`src/hw/rtl/lcsl_pkg.sv`:
```
// ============================================================================
// lcsl_pkg
// Shared types and constants of the longest common subsequence length core.
// ============================================================================
package lcsl_pkg;

    // Byte width of both strings.
    localparam int unsigned SYM_W = 8;

    // Width of the reported result.
    localparam int unsigned RES_W = 10;

    // Width of lengths and row values carried along the cell chain. It covers
    // the largest supported reference of 4096 symbols.
    localparam int unsigned LEN_W = 13;

    // One second-string byte travelling down the chain. The up and diag
    // fields carry the previous cell's new and old row values; len is the
    // reference length seen when the byte entered.
    typedef struct packed {
        logic             valid;
        logic             last;
        logic [SYM_W-1:0] symbol;
        logic [LEN_W-1:0] len;
        logic [LEN_W-1:0] up;
        logic [LEN_W-1:0] diag;
    } lcsl_token_t;

    // Broadcast that loads one reference byte into the cell at index.
    typedef struct packed {
        logic             valid;
        logic [LEN_W-1:0] index;
        logic [SYM_W-1:0] symbol;
    } lcsl_load_t;

endpackage

```
`src/hw/rtl/lcsl_cell.sv`:
```
// ============================================================================
// lcsl_cell
// One reference position: holds its byte and row value, and updates the row
// value as each second-string byte passes on its way down the chain.
// ============================================================================
module lcsl_cell #(
    parameter int INDEX = 0
) (
    input  logic                  clk,
    input  logic                  rst_n,
    input  lcsl_pkg::lcsl_load_t  load,
    input  lcsl_pkg::lcsl_token_t tok_in,
    output lcsl_pkg::lcsl_token_t tok_out
);

    localparam int unsigned LW = lcsl_pkg::LEN_W;
    localparam logic [LW-1:0] CELL_IDX = LW'(INDEX);

    logic [lcsl_pkg::SYM_W-1:0] char_reg, char_next;
    logic [LW-1:0]              row_reg, row_next;
    lcsl_pkg::lcsl_token_t      tok_reg, tok_next;

    logic          load_hit;
    logic          active;
    logic          match;
    logic [LW-1:0] best;
    logic [LW-1:0] cell_val;

    // The cell takes part only if it lay inside the reference when the byte
    // entered the chain; otherwise the token passes through unchanged.
    always_comb
    begin
        load_hit = load.valid && (load.index == CELL_IDX);
        active   = tok_in.valid && (tok_in.len > CELL_IDX);
        match    = (char_reg == tok_in.symbol);
        best     = (row_reg > tok_in.up) ? row_reg : tok_in.up;
        cell_val = match ? (tok_in.diag + LW'(1)) : best;

        tok_next  = tok_in;
        row_next  = row_reg;
        char_next = char_reg;
        if (active)
        begin
            tok_next.up   = cell_val;
            tok_next.diag = row_reg;
            row_next      = cell_val;
        end
        // A newly appended position starts with an empty row value.
        if (load_hit)
        begin
            char_next = load.symbol;
            row_next  = '0;
        end
    end

    // Reference byte and row value.
    always_ff @(posedge clk)
    begin
        char_reg <= char_next;
        row_reg  <= row_next;
    end

    // Token stage toward the next cell.
    always_ff @(posedge clk or negedge rst_n)
    begin
        if (!rst_n)
        begin
            tok_reg <= '0;
        end
        else
        begin
            tok_reg <= tok_next;
        end
    end

    assign tok_out = tok_reg;

endmodule

```
`config.mk`:
```
export PLATFORM = sky130hd
export DESIGN_NAME = lcsl_cell
export DESIGN_NICKNAME = d
export VERILOG_FILES = /design/src/hw/rtl/lcsl_pkg.sv /design/src/hw/rtl/lcsl_cell.sv
export SDC_FILE = /design/constraint.sdc
export NUM_CORES = 1
export LEC_CHECK = 0
export BUFFER_PORTS_ARGS = -buffer_cell sky130_fd_sc_hd__buf_2
export CAP_MARGIN = 25
export CORE_ASPECT_RATIO = 0.75
export CORE_UTILIZATION = 30
export CTS_CLUSTER_SIZE = 14
export DETAILED_ROUTE_END_ITERATION = 8
export PLACE_DENSITY = 0.63
export SLEW_MARGIN = 20
export SYNTH_ARGS = -nofsm -noshare
export SYNTH_HDL_FRONTEND = slang
export SYNTH_SLANG_ARGS = --single-unit
```
`constraint.sdc`:
```
create_clock -name clk -period 2.5 [get_ports clk]
set_input_delay 0.25 -clock clk [delete_from_list [all_inputs] [get_ports clk]]
set_output_delay 0.25 -clock clk [all_outputs]
set_load 0.05 [all_outputs]
```
After elaboration in Yosys (flattened, before gate mapping). Index checks and enable logic that the tools add are counted.

Latch bits: 0. Input bits: 73. Memories: 0. Bits in writable memories: 0. Flip-flop bits (word level): 70. Memory bits (read-only): 0. Output and inout port bits: 49.

$add $sub $neg: 1. Magnitude comparators: 2. Equality and inequality tests: 1. Multipliers: 0. Divide/modulo/power cells: 0. Reductions and logical operators: 3. Muxes and demuxes: 3. Shift operators: 0. Bitwise logic cells: 0.

Operators by type and width (number): two-way mux 13 bit (2); two-way mux 26 bit (1); adder 13 x 1 -> 13 bit (second input constant) (1); > comparator 13 x 1 -> 1 bit (second input constant) (1); > comparator 13 bit (1); logical NOT 13 bit (1); == test 8 bit (1); logical AND 1 bit (2).

Depth between registers and ports, before layout. Gate-level depths: netlist of the first run.

Word-level depth: 4. Gate-level depth with buffers: 9. Gate-level depth less buffers: 7.

Least setup slack after synthesis of the first run. No wires, ideal clock.

Path kind: register to register. Start: register row_reg[4]. End: register tok_reg (netlist bit tok_out[22]). Buffers on the path: 0. Data required time: 2.378 ns. Setup slack: 0.539 ns. Period minus slack after synthesis: 1.961 ns. Cell stages (with the launch flop): 7. Arrival: 1.839 ns. Cells stage by stage: dfxtp_1 ha_1 nand4_1 o221ai_1 a221oi_1 or4_1 a32o_1.

RTL lines: start, declared (RTL line lcsl_cell.sv:20) `logic [LW-1:0] row_reg, row_next;`; start signal, assigned (RTL line lcsl_cell.sv:60) `row_reg <= row_next;`; end signal, assigned (RTL line lcsl_cell.sv:72) `tok_reg <= tok_next;`; end, declared (RTL line lcsl_cell.sv:21) `lcsl_pkg::lcsl_token_t tok_reg, tok_next;`.

==> impl_metrics.tcl, run 1 <==
set metrics [dict create \
    path_common_cell "buf_4" \
    hold_depth 1 \
    gr-total-overflow 0 \
    grt_pass1_wl_um 16640 \
    synth_area_mm2 0.003565 \
    ctsRootBufferMaster "clkbuf_16" \
    fin_area_mm2 0.004758 \
    die_w_um 127.9 \
    switching_power_uw 1802 \
    cts_tree "done" \
    antenna_found_initial 0 \
    ys_types 58 \
    r2r-start "row_reg[4]" \
    grt_max_degree 37 \
    worst_pin_slew_ns 0.8372 \
    vias 3359 \
    p_clk_share_pct 27.0 \
    cts_htree_levels 3 \
    yosysSeqAreaShare_pct 48.44 \
    wl_per_cell_um 16.33 \
    status "finished clean" \
    first_iter_violations 295 \
    netSwitchingFraction_pct 39.57 \
    area_growth_pct 33.49 \
    max_freq_mhz 444.2 \
    synth_nets 438 \
    drc_errors 0 \
    worstSetupEndpointType "flop" \
    power_density_mw_per_mm2 956.9 \
    clk_path_buf_depth 2 \
    yosys.area.top_type_share_pct 34.40 \
    drive_gt1_share_pct 34.07 \
    post-route-min-period_ns 2.251 \
    grt_pass1_vias 3064 \
    synth_area_leader_cell "dfrtp_1" \
    die_area_mm2 0.01233 \
    viasPerCell 5.105 \
    clock_skew_ns 0.006542 \
    p_int_uw 2751 \
    start_kind "flop" \
    start_util_pct 30.81 \
    fillers 1180 \
    final-setup-viol-count 0 \
    worst_ep_required_time_ns 2.70 \
    hold_path_end "tok_out[47]" \
    fp.dieH_um 96.40 \
    core_area_mm2 0.01157 \
    hp-class "input pin to flop" \
    port-buffer-count 121 \
    ys.flop_type "dfrtp_1" \
    hpwl_um 8255 \
    antenna_left 0 \
    slew_headroom_pct 43.76 \
    antenna-diode-count 0 \
    async_flop_share_pct 70.00 \
    cpMaxStageDelayCell "or4_4" \
    crit_arrival_ns 2.45 \
    cp_top_family "simple AND/OR/NAND/NOR gates" \
    clkLatencyLatePin_ns 0.33 \
    path_depth 7 \
    rrSetupSlack_ns 0.25 \
    std_cell_rows 34 \
    ys_warn_count 0 \
    yosys-top-cells-area "dfrtp_1 34%, dfxtp_1 7.3%, edfxtp_1 6.7%" \
    track_usage_pct 18.13 \
    gp_congestion 0.8939 \
    io_pins 122 \
    setup_tns_ns 0 \
    r2r_cells 7 \
    rsz0062_at_grt "false" \
    routed_wirelength_um 10750 \
    synth_cells 351 \
    final_max_slew_viol_count 0 \
    finalCritPeriodShare_pct 90.04 \
    post_cts_buffers 0 \
    irDropWorstVdd_uv 425.7 \
    maxCapViolations 0 \
    max_stage_delay_ns 0.55 \
    path_clk_slew_ns 0.05 \
    hold_start "tok_in[47]" \
    layout.nets 578 \
    crit_type "flop to flop" \
    ys_seq_elements 70 \
    seqPwrFrac_pct 33.6 \
    synth-edff-count 8 \
    hold_viol_final 0 \
    power_frac_comb_pct 39.4 \
    final_util_pct 41.12 \
    cts_inserted_buffers 9 \
    path_cells "ha_1 -> nand4_1 -> buf_4 -> or4_4 -> nand2_1 -> buf_4 -> o211ai_1" \
    largest_reg_flops 49 \
    crit_fanout 9 \
    cts.sinks 70 \
    dr.pass1.iters 4 \
    p_leak_uw 0.002165 \
    dpl-instance-area_mm2 0.004459 \
    postSynthAreaPerCell_um2 10.16 \
    r2r_end "tok_out[21]" \
    path_buf_inv 2 \
    total_power_uw 4553 \
]
==> worst register-to-register path, cell delays in order, from the launching register on <==
cell      delay, ns
dfxtp_1        0.34
ha_1           0.32
nand4_1        0.12
buf_4          0.16
or4_4          0.55
nand2_1        0.33
buf_4          0.19
o211ai_1       0.10
==> routing by layer <==
metal / vias to the layer above / track usage [%] / share of wire [%]
met5: - / 0 / 0
met3: 17 / 4.736 / 6.5
met2: 142 / 27.40 / 44
met1: 1592 / 24.95 / 48
met4: 0 / 6.765 / 1.5
li1: 1608 / - / -
==> synthesized netlist by cell type (all sizes together), types with 2 or more instances <==
| cell | number |
|---|---|
| and4 | 4 |
| o221ai | 2 |
| xnor2 | 13 |
| ha | 14 |
| a2bb2oi | 6 |
| a22oi | 3 |
| nor4b | 3 |
| clkbuf | 2 |
| nand4b | 2 |
| nor4 | 6 |
| a311o | 2 |
| nand2 | 53 |
| o211ai | 18 |
| o2111ai | 3 |
| nand3 | 12 |
| o21ai | 13 |
| a31oi | 6 |
| xor2 | 5 |
| nor2 | 18 |
| o311ai | 2 |
| and3 | 2 |
| inv | 16 |
| or4 | 3 |
| a31o | 4 |
| a21oi | 11 |
| dfxtp | 13 |
| buf | 13 |
| o311a | 4 |
| a311oi | 6 |
| o22ai | 2 |
| nand4 | 12 |
| nor3 | 4 |
| a211oi | 2 |
| a21o | 3 |
| dfrtp | 49 |
| edfxtp | 8 |
==> cell families (layout without fill, tap and decap cells) <==
group / Yosys count / in the layout / share of synthesized area, %
compound gates: 94 / 94 / 19.90
xor+xnor: 18 / 18 / 4.423
fa+ha+maj: 14 / 14 / 4.914
buf+inv: 32 / 177 / 4.001
flops: 70 / 70 / 48.44
mux: 1 / 1 / 0.2808
simple gates: 122 / 122 / 18.04
==> power groups by stage <==
stage          combinational, uW  sequential [uW]  clock [uW]
5_1_grt                     1940             1560        1300
2_1_floorplan                723             2040           0
4_1_cts                     1780             1530        1260
6_report                    1790             1530        1230
3_3_place_gp                1750             1540           0
3_5_place_dp                1770             1550           0
==> how the worst max path moves through the flow <==
stage,startpoint,to,slack (ns)
6_report,row_reg[4],tok_out[21],0.25
2_1_floorplan,row_reg[4],tok_out[22],0.54
3_3_place_gp,tok_in[17],tok_out[17],0.17
3_5_place_dp,tok_in[15],tok_out[17],0.13
4_1_cts,row_reg[4],tok_out[17],0.21
5_1_grt,row_reg[4],tok_out[21],0.14
==> layout by cell type, fill, tap and decap left out, types with 6 or more instances in the layout <==
master,n
a21oi_1,11
a2bb2oi_1,6
a311oi_1,6
a31oi_1,6
buf_2,121
buf_4,22
clkbuf_16,9
dfrtp_1,49
dfxtp_1,13
edfxtp_1,8
ha_1,14
inv_1,16
nand2_1,53
nand3_1,12
nand4_1,11
nor2_1,17
o211ai_1,17
o21ai_0,13
xnor2_1,13
==> stage by stage <==
stage / setup slack, ns / instances / hold slack (ns)
6_report: 0.2489 / 658 / 0.02540
5_1_grt: 0.1366 / 658 / 0.02311
4_1_cts: 0.2087 / 658 / 0.01767
3_5_place_dp: 0.1314 / 641 / 0.2219
3_3_place_gp: 0.1694 / 641 / 0.2198
2_1_floorplan: 0.5391 / 351 / -0.04559
==> area by class of cell <==
class	instances	area, um^2	area share [%]
sequential	70	1727	36.29
multi-input combinational	249	1702	35.76
timing repair buffer	144	780.7	16.41
clock buffer	11	232.7	4.891
tap	162	202.7	4.260
inverter	17	63.81	1.341
clock inverter	5	50.05	1.052
==> what timing repair did <==
action	4_1_cts	5_1_grt
hold endpoints to repair	18	0
hold buffers	1	0
gates resized for setup	0	1
endpoints found under the setup margin	0	2
Power figures use the tool's default switching activity.
==> inputs of run 2 (changes only) <==
--- a/config.mk
+++ b/config.mk
@@ -11,6 +11,7 @@
 export CORE_UTILIZATION = 30
 export CTS_CLUSTER_SIZE = 14
 export DETAILED_ROUTE_END_ITERATION = 8
+export HOLD_SLACK_MARGIN = 0.08
 export PLACE_DENSITY = 0.63
 export SLEW_MARGIN = 20
 export SYNTH_ARGS = -nofsm -noshare
==> impl_metrics.tcl, run 2 (synthesis results as in run 1) <==
set metrics [dict create \
    p_leak_uw 0.002277 \
    rsz0062_at_grt "false" \
    irDropWorstVdd_uv 422.6 \
    routed_wirelength_um 11030 \
    path_buf_inv 2 \
    multiInputGateArea_mm2 0.001702 \
    drc_errors 0 \
    final_max_slew_viol_count 0 \
    post-route-min-period_ns 2.309 \
    worst_pin_slew_ns 0.8737 \
    wl_per_cell_um 16.11 \
    slew_headroom_pct 41.30 \
    die_w_um 127.9 \
    final-setup-viol-count 0 \
    track_usage_pct 18.69 \
    vias 3482 \
    fillers 1167 \
    port-buffer-count 121 \
    p_clk_share_pct 26.7 \
    cpMaxStageDelayCell "nor3_1" \
    post_cts_buffers 0 \
    hold_viol_final 0 \
    holdWs_ns 0.09363 \
    crit_type "input pin to flop" \
    hold_start "load[1]" \
    gr-total-overflow 0 \
    dpl-instance-area_mm2 0.004459 \
    r2r-start "row_reg[4]" \
    core_area_mm2 0.01157 \
    fin_area_mm2 0.005029 \
    cts_tree "done" \
    crit_fanout 5 \
    max_freq_mhz 433.2 \
    gp_congestion 0.8939 \
    r2r_cells 7 \
    cp_top_family "simple AND/OR/NAND/NOR gates" \
    ctsRootBufferMaster "clkbuf_16" \
    worstSetupEndpointType "flop" \
    die_area_mm2 0.01233 \
    cts_inserted_buffers 9 \
    path_cells "dlygate4sd3_1 -> buf_2 -> xnor2_1 -> nand4_1 -> nor3_1 -> a22oi_1 -> o311ai_1" \
    largest_reg_flops 49 \
    cts_htree_levels 3 \
    crit_end "tok_out[14]" \
    grt_pass1_wl_um 17190 \
    path_depth 7 \
    crit_arrival_ns 2.51 \
    clock_skew_ns 0.007553 \
    start_util_pct 30.81 \
    r2r_end "tok_out[21]" \
    grt_pass1_vias 3185 \
    seqPwrFrac_pct 33.4 \
    cts.sinks 70 \
    layout.nets 605 \
    register_area_mm2 0.001727 \
    area_growth_pct 41.07 \
    rrSetupSlack_ns 0.25 \
    instances_no_fill 685 \
    power_frac_comb_pct 39.9 \
    worst_ep_required_time_ns 2.71 \
    first_iter_violations 272 \
    antenna_found_initial 0 \
    antenna_left 0 \
    path_clk_slew_ns 0.05 \
    clk_path_buf_depth 2 \
    dr.pass1.iters 5 \
    io_pins 122 \
    clkLatencyLatePin_ns 0.33 \
    netSwitchingFraction_pct 39.31 \
    viasPerCell 5.083 \
    antenna-diode-count 0 \
    layout_common_cells "121 x buf_2, 53 x nand2_1, 49 x dfrtp_1" \
    p_int_uw 2779 \
    final_common_cell "buf_2" \
    dp_cells 641 \
    hpwl_um 8255 \
    finalCritPeriodShare_pct 92.34 \
    std_cell_rows 34 \
    power_density_mw_per_mm2 910.5 \
    critPathLaunch "tok_in[45]" \
    status "finished clean" \
    drive_gt1_share_pct 32.31 \
    setup_tns_ns 0 \
    grt_max_degree 37 \
    hp-class "input pin to flop" \
    max_stage_delay_ns 0.80 \
    start_kind "input pin" \
    maxCapViolations 0 \
    switching_power_uw 1800 \
    fp.dieH_um 96.40 \
]
-- run 2: cell types whose count changed in the layout (fill, tap and decap cells not counted), sizes merged --
cell	before	now
dlygate4sd3	1	28
-- run 2: worst min path at each step --
stage               slack [ns]     endpoint  cells past startpoint
global route              0.09  char_reg[1]                      1
floorplan                -0.05   tok_out[0]                      0
CTS                       0.08  char_reg[1]                      1
finish                    0.09  char_reg[1]                      1
global placement          0.22  tok_out[47]                      1
detailed placement        0.22  tok_out[47]                      1
-- run 2: what timing repair did --
action	in CTS	in global routing
gates resized for setup	0	1
hold buffers	28	0
endpoints found under the setup margin	0	2
hold endpoints to repair	45	0
-- run 2: area by class of cell --
cell class,count,area share (%)
clock buffer,11,4.628
clock inverter,5,0.9953
inverter,17,1.269
multi-input combinational,249,33.84
sequential,70,34.34
tap,162,4.031
timing repair buffer,171,20.90
-- run 2: stage by stage --
step                      setup slack, ns  util [%]  power [uW]
after floorplan                    0.5391         -        2761
after global placement             0.1694     38.54        3291
after detailed placement           0.1314     38.54        3318
after CTS                          0.2087     43.40        4599
after global routing              0.07856     43.46        4837
final                              0.1914     43.46        4579
-- run 2: power by group through the flow --
| stage | combinational, uW | sequential, uW | clock (uW) |
|---|---|---|---|
| floorplan | 723 | 2040 | 0 |
| global placement | 1750 | 1540 | 0 |
| detailed placement | 1770 | 1550 | 0 |
| CTS | 1810 | 1530 | 1260 |
| global route | 1980 | 1560 | 1300 |
| finish | 1830 | 1530 | 1220 |
-- run 2: per-layer routing --
metal,GRT usage (%),share of wire [%]
met5,0,0
met4,6.373,1.2
met3,4.681,7.4
met2,29.21,46
met1,25.31,46
